<file path="src/sv/ps2mpc_pkg.sv">
// Package for the PS/2 mouse packet cursor: widths, register indexes, reset values.
package ps2mpc_pkg;

   // coordinate width and the wider signed width of the unclamped position
   localparam int COORD_BITS = 12;
   localparam int LR_BITS    = COORD_BITS + 2;
   localparam int DELTA_BITS = 9;
   localparam int WHEEL_BITS = 16;
   localparam int CSR_IDX_BITS  = 2;
   localparam int CSR_DATA_BITS = 12;

   // configuration register indexes
   localparam logic [CSR_IDX_BITS-1:0] CSR_SCREEN_WIDTH  = 2'd0;
   localparam logic [CSR_IDX_BITS-1:0] CSR_SCREEN_HEIGHT = 2'd1;
   localparam logic [CSR_IDX_BITS-1:0] CSR_WHEEL_ENABLE  = 2'd2;

   // reset values
   localparam logic [COORD_BITS-1:0] WIDTH_RESET    = COORD_BITS'(1024);
   localparam logic [COORD_BITS-1:0] HEIGHT_RESET   = COORD_BITS'(768);
   localparam logic [COORD_BITS-1:0] CURSOR_X_RESET = COORD_BITS'(1024 / 2);
   localparam logic [COORD_BITS-1:0] CURSOR_Y_RESET = COORD_BITS'(768 / 2);

   // byte position of the last byte in each packet mode
   localparam logic [1:0] LAST_POS_STD   = 2'd2;
   localparam logic [1:0] LAST_POS_WHEEL = 2'd3;

   typedef logic signed [LR_BITS-1:0] pos_type;

endpackage

</file>
<file path="src/sv/ps2_mouse_packet_cursor.sv">
// Top level: PS/2 mouse byte packer, flag check, cursor update and clamp.
// Timing: a report is registered at the edge that accepts the last byte of a
//   packet and is offered on rsp_valid straight from that register.
// Throughput: one byte per cycle; req_ready falls only while a report waits
//   and rsp_ready is low.
// Reset (synchronous): packet position 0, cursor at half the reset screen size.
module ps2_mouse_packet_cursor
   import ps2mpc_pkg::*;
(
   input  logic                         clock,
   input  logic                         reset,
   input  logic                         req_valid,
   output logic                         req_ready,
   input  logic [7:0]                   req_data_byte,
   output logic                         rsp_valid,
   input  logic                         rsp_ready,
   output logic [COORD_BITS-1:0]        rsp_pos_x,
   output logic [COORD_BITS-1:0]        rsp_pos_y,
   output logic signed [DELTA_BITS-1:0] rsp_delta_x,
   output logic signed [DELTA_BITS-1:0] rsp_delta_y,
   output logic                         rsp_btn_left,
   output logic                         rsp_btn_right,
   output logic                         rsp_btn_middle,
   output logic                         rsp_packet_valid,
   output logic                         rsp_activity,
   output logic signed [WHEEL_BITS-1:0] rsp_wheel_total,
   input  logic                         csr_write_en,
   input  logic [CSR_IDX_BITS-1:0]      csr_index,
   input  logic [CSR_DATA_BITS-1:0]     csr_write_data
);

   // configuration
   logic [COORD_BITS-1:0] width_ff, height_ff;
   logic                  wheel_en_ff;

   // packet and cursor state
   logic [1:0]            byte_pos_ff, byte_pos_in;
   logic [7:0]            pkt_bytes_ff [3];
   logic [COORD_BITS-1:0] cursor_x_ff, cursor_x_in;
   logic [COORD_BITS-1:0] cursor_y_ff, cursor_y_in;
   pos_type               last_x_ff, last_x_in;
   pos_type               last_y_ff, last_y_in;
   logic [2:0]            buttons_ff, buttons_in;
   logic signed [WHEEL_BITS-1:0] wheel_ff, wheel_in;

   // result register
   logic                         rsp_valid_ff;
   logic [COORD_BITS-1:0]        pos_x_ff, pos_y_ff;
   logic signed [DELTA_BITS-1:0] delta_x_ff, delta_y_ff;
   logic                         pkt_valid_ff, activity_ff;

   // decode
   logic                         req_fire, is_last;
   logic [1:0]                   last_pos;
   logic [7:0]                   flags, x_byte, y_byte;
   logic                         flags_ok, act;
   logic signed [DELTA_BITS-1:0] dx, dy;
   pos_type                      ux, uy;
   logic signed [WHEEL_BITS-1:0] wheel_step;

   function automatic logic [COORD_BITS-1:0] clamp_coord(input pos_type v,
                                                         input logic [COORD_BITS-1:0] bound);
      logic [LR_BITS-1:0] bound_ext;
      logic [LR_BITS-1:0] v_u;
      bound_ext = {{(LR_BITS-COORD_BITS){1'b0}}, bound};
      v_u = v;
      if (v[LR_BITS-1]) begin
         clamp_coord = '0;
      end else if (v_u > bound_ext) begin
         clamp_coord = bound;
      end else begin
         clamp_coord = v_u[COORD_BITS-1:0];
      end
   endfunction

   // accept a byte whenever the result register is free or draining
   assign req_ready = !rsp_valid_ff || rsp_ready;
   assign req_fire  = req_valid && req_ready;

   // packet framing and field decode
   always_comb begin
      last_pos = wheel_en_ff ? LAST_POS_WHEEL : LAST_POS_STD;
      is_last  = byte_pos_ff >= last_pos;
      flags    = pkt_bytes_ff[0];
      x_byte   = pkt_bytes_ff[1];
      y_byte   = wheel_en_ff ? pkt_bytes_ff[2] : req_data_byte;
      flags_ok = (flags[7:6] == 2'b00) && flags[3];
      dx       = flags_ok ? $signed({flags[4], x_byte}) : '0;
      dy       = flags_ok ? $signed({flags[5], y_byte}) : '0;
      wheel_step = {{(WHEEL_BITS-4){req_data_byte[3]}}, req_data_byte[3:0]};
   end

   // cursor move, activity check, clamp
   always_comb begin
      ux = $signed({{(LR_BITS-COORD_BITS){1'b0}}, cursor_x_ff})
           + {{(LR_BITS-DELTA_BITS){dx[DELTA_BITS-1]}}, dx};
      uy = $signed({{(LR_BITS-COORD_BITS){1'b0}}, cursor_y_ff})
           - {{(LR_BITS-DELTA_BITS){dy[DELTA_BITS-1]}}, dy};
      act = flags_ok && ((flags[2:0] != 3'b000) || (ux != last_x_ff) || (uy != last_y_ff));

      byte_pos_in = byte_pos_ff;
      cursor_x_in = cursor_x_ff;
      cursor_y_in = cursor_y_ff;
      last_x_in   = last_x_ff;
      last_y_in   = last_y_ff;
      buttons_in  = buttons_ff;
      wheel_in    = wheel_ff;
      if (req_fire) begin
         if (!is_last) begin
            byte_pos_in = byte_pos_ff + 2'd1;
         end else begin
            byte_pos_in = '0;
            cursor_x_in = clamp_coord(ux, width_ff);
            cursor_y_in = clamp_coord(uy, height_ff);
            if (flags_ok) begin
               buttons_in = flags[2:0];
               if (wheel_en_ff) begin
                  wheel_in = wheel_ff + wheel_step;
               end
            end
            if (act) begin
               last_x_in = ux;
               last_y_in = uy;
            end
         end
      end
   end

   // configuration writes
   always_ff @(posedge clock) begin
      if (reset) begin
         width_ff    <= WIDTH_RESET;
         height_ff   <= HEIGHT_RESET;
         wheel_en_ff <= 1'b0;
      end else if (csr_write_en) begin
         case (csr_index)
            CSR_SCREEN_WIDTH:  width_ff    <= csr_write_data[COORD_BITS-1:0];
            CSR_SCREEN_HEIGHT: height_ff   <= csr_write_data[COORD_BITS-1:0];
            CSR_WHEEL_ENABLE:  wheel_en_ff <= csr_write_data[0];
            default: ;
         endcase
      end
   end

   // store the leading bytes of a packet
   always_ff @(posedge clock) begin
      if (req_fire && !is_last && (byte_pos_ff != LAST_POS_WHEEL)) begin
         pkt_bytes_ff[byte_pos_ff] <= req_data_byte;
      end
   end

   // advance tracking state
   always_ff @(posedge clock) begin
      if (reset) begin
         byte_pos_ff <= '0;
         cursor_x_ff <= CURSOR_X_RESET;
         cursor_y_ff <= CURSOR_Y_RESET;
         last_x_ff   <= '0;
         last_y_ff   <= '0;
         buttons_ff  <= '0;
         wheel_ff    <= '0;
      end else begin
         byte_pos_ff <= byte_pos_in;
         cursor_x_ff <= cursor_x_in;
         cursor_y_ff <= cursor_y_in;
         last_x_ff   <= last_x_in;
         last_y_ff   <= last_y_in;
         buttons_ff  <= buttons_in;
         wheel_ff    <= wheel_in;
      end
   end

   // result valid: set on a completed packet, drop on transfer
   always_ff @(posedge clock) begin
      if (reset) begin
         rsp_valid_ff <= 1'b0;
      end else if (req_fire && is_last) begin
         rsp_valid_ff <= 1'b1;
      end else if (rsp_ready) begin
         rsp_valid_ff <= 1'b0;
      end
   end

   // result payload
   always_ff @(posedge clock) begin
      if (req_fire && is_last) begin
         pos_x_ff     <= cursor_x_in;
         pos_y_ff     <= cursor_y_in;
         delta_x_ff   <= dx;
         delta_y_ff   <= dy;
         pkt_valid_ff <= flags_ok;
         activity_ff  <= act;
      end
   end

   assign rsp_valid        = rsp_valid_ff;
   assign rsp_pos_x        = pos_x_ff;
   assign rsp_pos_y        = pos_y_ff;
   assign rsp_delta_x      = delta_x_ff;
   assign rsp_delta_y      = delta_y_ff;
   assign rsp_btn_left     = buttons_ff[0];
   assign rsp_btn_right    = buttons_ff[1];
   assign rsp_btn_middle   = buttons_ff[2];
   assign rsp_packet_valid = pkt_valid_ff;
   assign rsp_activity     = activity_ff;
   assign rsp_wheel_total  = wheel_ff;

   // reset returns framing to the first byte
   a_reset_pos: assert property (@(posedge clock) reset |=> (byte_pos_ff == 2'd0))
      else $error("byte position not cleared by reset");

   // a leading byte never raises a report
   a_no_early_rsp: assert property (@(posedge clock) disable iff (reset)
      (req_fire && !is_last && !rsp_valid_ff) |=> !rsp_valid_ff)
      else $error("report raised on a leading byte");

   // a rejected packet reports no movement and no activity
   a_invalid_quiet: assert property (@(posedge clock) disable iff (reset)
      (rsp_valid_ff && !pkt_valid_ff) |->
      (delta_x_ff == '0 && delta_y_ff == '0 && !activity_ff))
      else $error("rejected packet reports movement");

   // reported position stays inside the screen
   a_pos_bound: assert property (@(posedge clock) disable iff (reset)
      rsp_valid_ff |-> (pos_x_ff <= width_ff && pos_y_ff <= height_ff))
      else $error("reported position outside screen");

endmodule

</file>
<file path="config.mk">
export PLATFORM = sky130hd
export DESIGN_NAME = ps2_mouse_packet_cursor
export DESIGN_NICKNAME = d
export VERILOG_FILES = /design/src/sv/ps2mpc_pkg.sv /design/src/sv/ps2_mouse_packet_cursor.sv
export SDC_FILE = /design/constraint.sdc
export NUM_CORES = 1
export LEC_CHECK = 0
export BUFFER_PORTS_ARGS = -buffer_cell sky130_fd_sc_hd__buf_2
export CAP_MARGIN = 5
export CORE_MARGIN = 3
export CORE_UTILIZATION = 45
export CTS_CLUSTER_SIZE = 8
export DETAILED_ROUTE_END_ITERATION = 7
export SLEW_MARGIN = 10
export SYNTH_ARGS = -nofsm -noshare
export SYNTH_HDL_FRONTEND = slang
export SYNTH_SLANG_ARGS = --single-unit
</file>
<file path="constraint.sdc">
create_clock -name clock -period 14.9 [get_ports clock]
set_clock_uncertainty 0.2 [all_clocks]
set_input_delay 2.98 -clock clock [delete_from_list [all_inputs] [get_ports clock]]
set_output_delay 2.98 -clock clock [all_outputs]
set_load 0.02 [all_outputs]
</file>
==> impl_metrics.tcl <==
set metrics [dict create \
    met2_usage_pct 35.43 \
    pre_cts_ws_ns 6.585 \
    nets 1287 \
    syn_to_final_growth_pct 11.96 \
    finalHoldViolCount 0 \
    drv_slew 0 \
    slew_headroom_pct 23.67 \
    diodes 0 \
    core-area_um2 22160 \
    fin_util_pct 52.21 \
    grt_pass1_vias 7931 \
    syn_area_per_cell_um2 9.177 \
    wirelength_um 29000 \
    met1_usage_pct 34.80 \
    drive_above_1_share_pct 14.85 \
    multi_input_area_um2 5831 \
    grt_pass1_wl_um 45110 \
    synthArstFlopShare_pct 0 \
    crit_fanout 26 \
    overflow 0 \
    grt_start_max_net_pins 57 \
    cap_violations 0 \
    status "completed" \
    rsz0062_at_grt "false" \
    antenna_found_initial 0 \
    ys_warn_count 0 \
    hpwl_um 20980 \
    clk_path_buf_depth 2 \
    drtPass1Iterations 5 \
    period_share_pct 53.09 \
    viasPerCell 5.781 \
    cts_resized 0 \
    use_met3_pct 4.234 \
    grt-busiest-layer "met2" \
    ir_drop_mv 0.06928 \
    die_w_um 157.5 \
    post-cts-setup-buffers 0 \
    ant_nets 0 \
    power.density_nw_per_um2 100.7 \
    fillers 2123 \
    clkLatencyLatePin_ns 0.44 \
    root_buffer "clkbuf_16" \
    wl_per_cell_um 19.61 \
    synth_nets 1227 \
    cts_tree "done" \
    syn-instance-count 1126 \
    required_ns 14.90 \
    numCtsBuffers 17 \
    crit_type "primary input to register" \
    hold_class "register to register" \
    crit_arrival_ns 7.91 \
    synth_edf_count 68 \
    cts.sinks 167 \
    hold_buffers 0 \
    seq_area_frac_synth_pct 38.94 \
    clkTransAtPathRegs_ns 0.08 \
    setup_tns_ns 0 \
    drc 0 \
    gp_congestion 0.8469 \
    ys_ff_latch 167 \
    io_buffers 91 \
    num_rows 54 \
    fin_ws_ns 6.990 \
    layout_common_cells "nand2_1, dfxtp_1, buf_2" \
    regArea_um2 4024 \
    grtUsageTotal_pct 23.64 \
    timing.fmax_ghz 0.1264 \
    vias 8550 \
    synth_flop_cell "dfxtp_1" \
    dieArea_um2 24820 \
    min_period_ns 7.910 \
    ios 92 \
    end_kind "register" \
    synth_cell_types 83 \
    setup_viol 0 \
    cts.htree.levels 4 \
    synth.cell_area_um2 10330 \
    drt_iter0_markers 601 \
    initial_core_util_pct 46.63 \
    layout_commonest_cell "nand2_1" \
    die_h_um 157.5 \
    startpoint_type "primary input" \
    tightest_slew_ns 1.138 \
    p_leak_nw 4.733 \
]
[worst paths after layout]
path / start / to / slack (ns) / cells after the start
max: req_data_byte[0] / rsp_activity$_DFFE_PP_ / 6.99 / 16
min: buttons_ff[2]$_SDFFE_PP0P_ / buttons_ff[2]$_SDFFE_PP0P_ / 0.26 / 2
max reg2reg: pkt_bytes_ff[0][6]$_DFFE_PP_ / rsp_activity$_DFFE_PP_ / 8.48 / 17
min reg2reg: buttons_ff[2]$_SDFFE_PP0P_ / buttons_ff[2]$_SDFFE_PP0P_ / 0.26 / 2
[cell type report]
class	count	area share (%)
clock buffers	17	3.677
clock inverters	15	1.557
inverters	59	1.914
multi-input cells	839	50.39
flip-flops and latches	167	34.78
well taps	280	3.028
repair buffers	102	4.650
[registers in the layout (all words and copies together) (netlist names), 12 cells and up]
| signal | cells |
|---|---|
| last_x_ff | 14 |
| cursor_x_ff | 12 |
| pkt_bytes_ff | 24 |
| width_ff | 12 |
| last_y_ff | 14 |
| rsp_wheel_total | 16 |
| height_ff | 12 |
| rsp_pos_x | 12 |
| rsp_pos_y | 12 |
| cursor_y_ff | 12 |
[kinds of logic after synthesis]
group,after synthesis,synth area share [%]
AND/OR/NAND/NOR,384,18.15
AO/OA/AOI/OAI,296,20.41
flip-flops,167,38.94
buffers and inverters,120,4.698
adder cells (fa/ha/maj),74,9.178
XOR/XNOR,50,5.110
multiplexers,35,3.511
[critical path, stage by stage]
cell and delay [ns]:
buf_2 0.12, mux2i_1 0.07, nor2_1 0.14, ha_1 0.21, inv_1 0.06, fa_1 0.42, a211oi_2 0.34, o21ai_2 0.15
a2111oi_0 0.50, nor3_2 0.13, xnor3_1 0.19, a311o_1 0.31, nand4bb_1 0.97, or2_1 0.81, buf_4 0.33, o21a_1 0.18
[report_power, final]
group	switching [W]	internal, W
Combinational	0.000136	0.0000769
Clock	0.000218	0.000241
Sequential	0.00000735	0.000486
[synthesized netlist by cell type (all sizes together), types with 12 or more instances]
master   count  area [um^2]
nand3       17        85.08
nor2        46        172.7
inv         57        214.0
clkbuf      45        168.9
o21ai       85        429.2
nor2b       12        75.07
xnor2       33        289.0
nor3        31        160.1
nand2      179        671.9
o311ai      22        305.3
a2bb2oi     20        175.2
ha          71        888.4
a21oi       71        355.3
and3        17        106.4
o21a        12        90.09
dfxtp       99         1982
edfxtp      68         2042
and2        21        131.4
buf         16        95.08
mux2i       28        280.3
nand4       12        96.34
[per-stage QoR]
| stage | cell area [um^2] | cells | power (W) | hold WS [ns] |
|---|---|---|---|---|
| 2_1_floorplan | 10330 | 1126 | 0.0006559 | 0.2368 |
| 3_3_place_gp | 10960 | 1447 | 0.0007132 | 0.2508 |
| 3_5_place_dp | 10960 | 1447 | 0.0007141 | 0.2512 |
| 4_1_cts | 11570 | 1479 | 0.001170 | 0.2626 |
| 5_1_grt | 11570 | 1479 | 0.001213 | 0.2980 |
| 6_report | 11570 | 1479 | 0.001166 | 0.2565 |
[routing by layer]
layer	share of wire, %	vias up
met1	48	4059
li1	-	4215
met2	43	234
met4	2.6	0
met3	5.6	42
met5	0	-
Power figures use the tool's default switching activity.
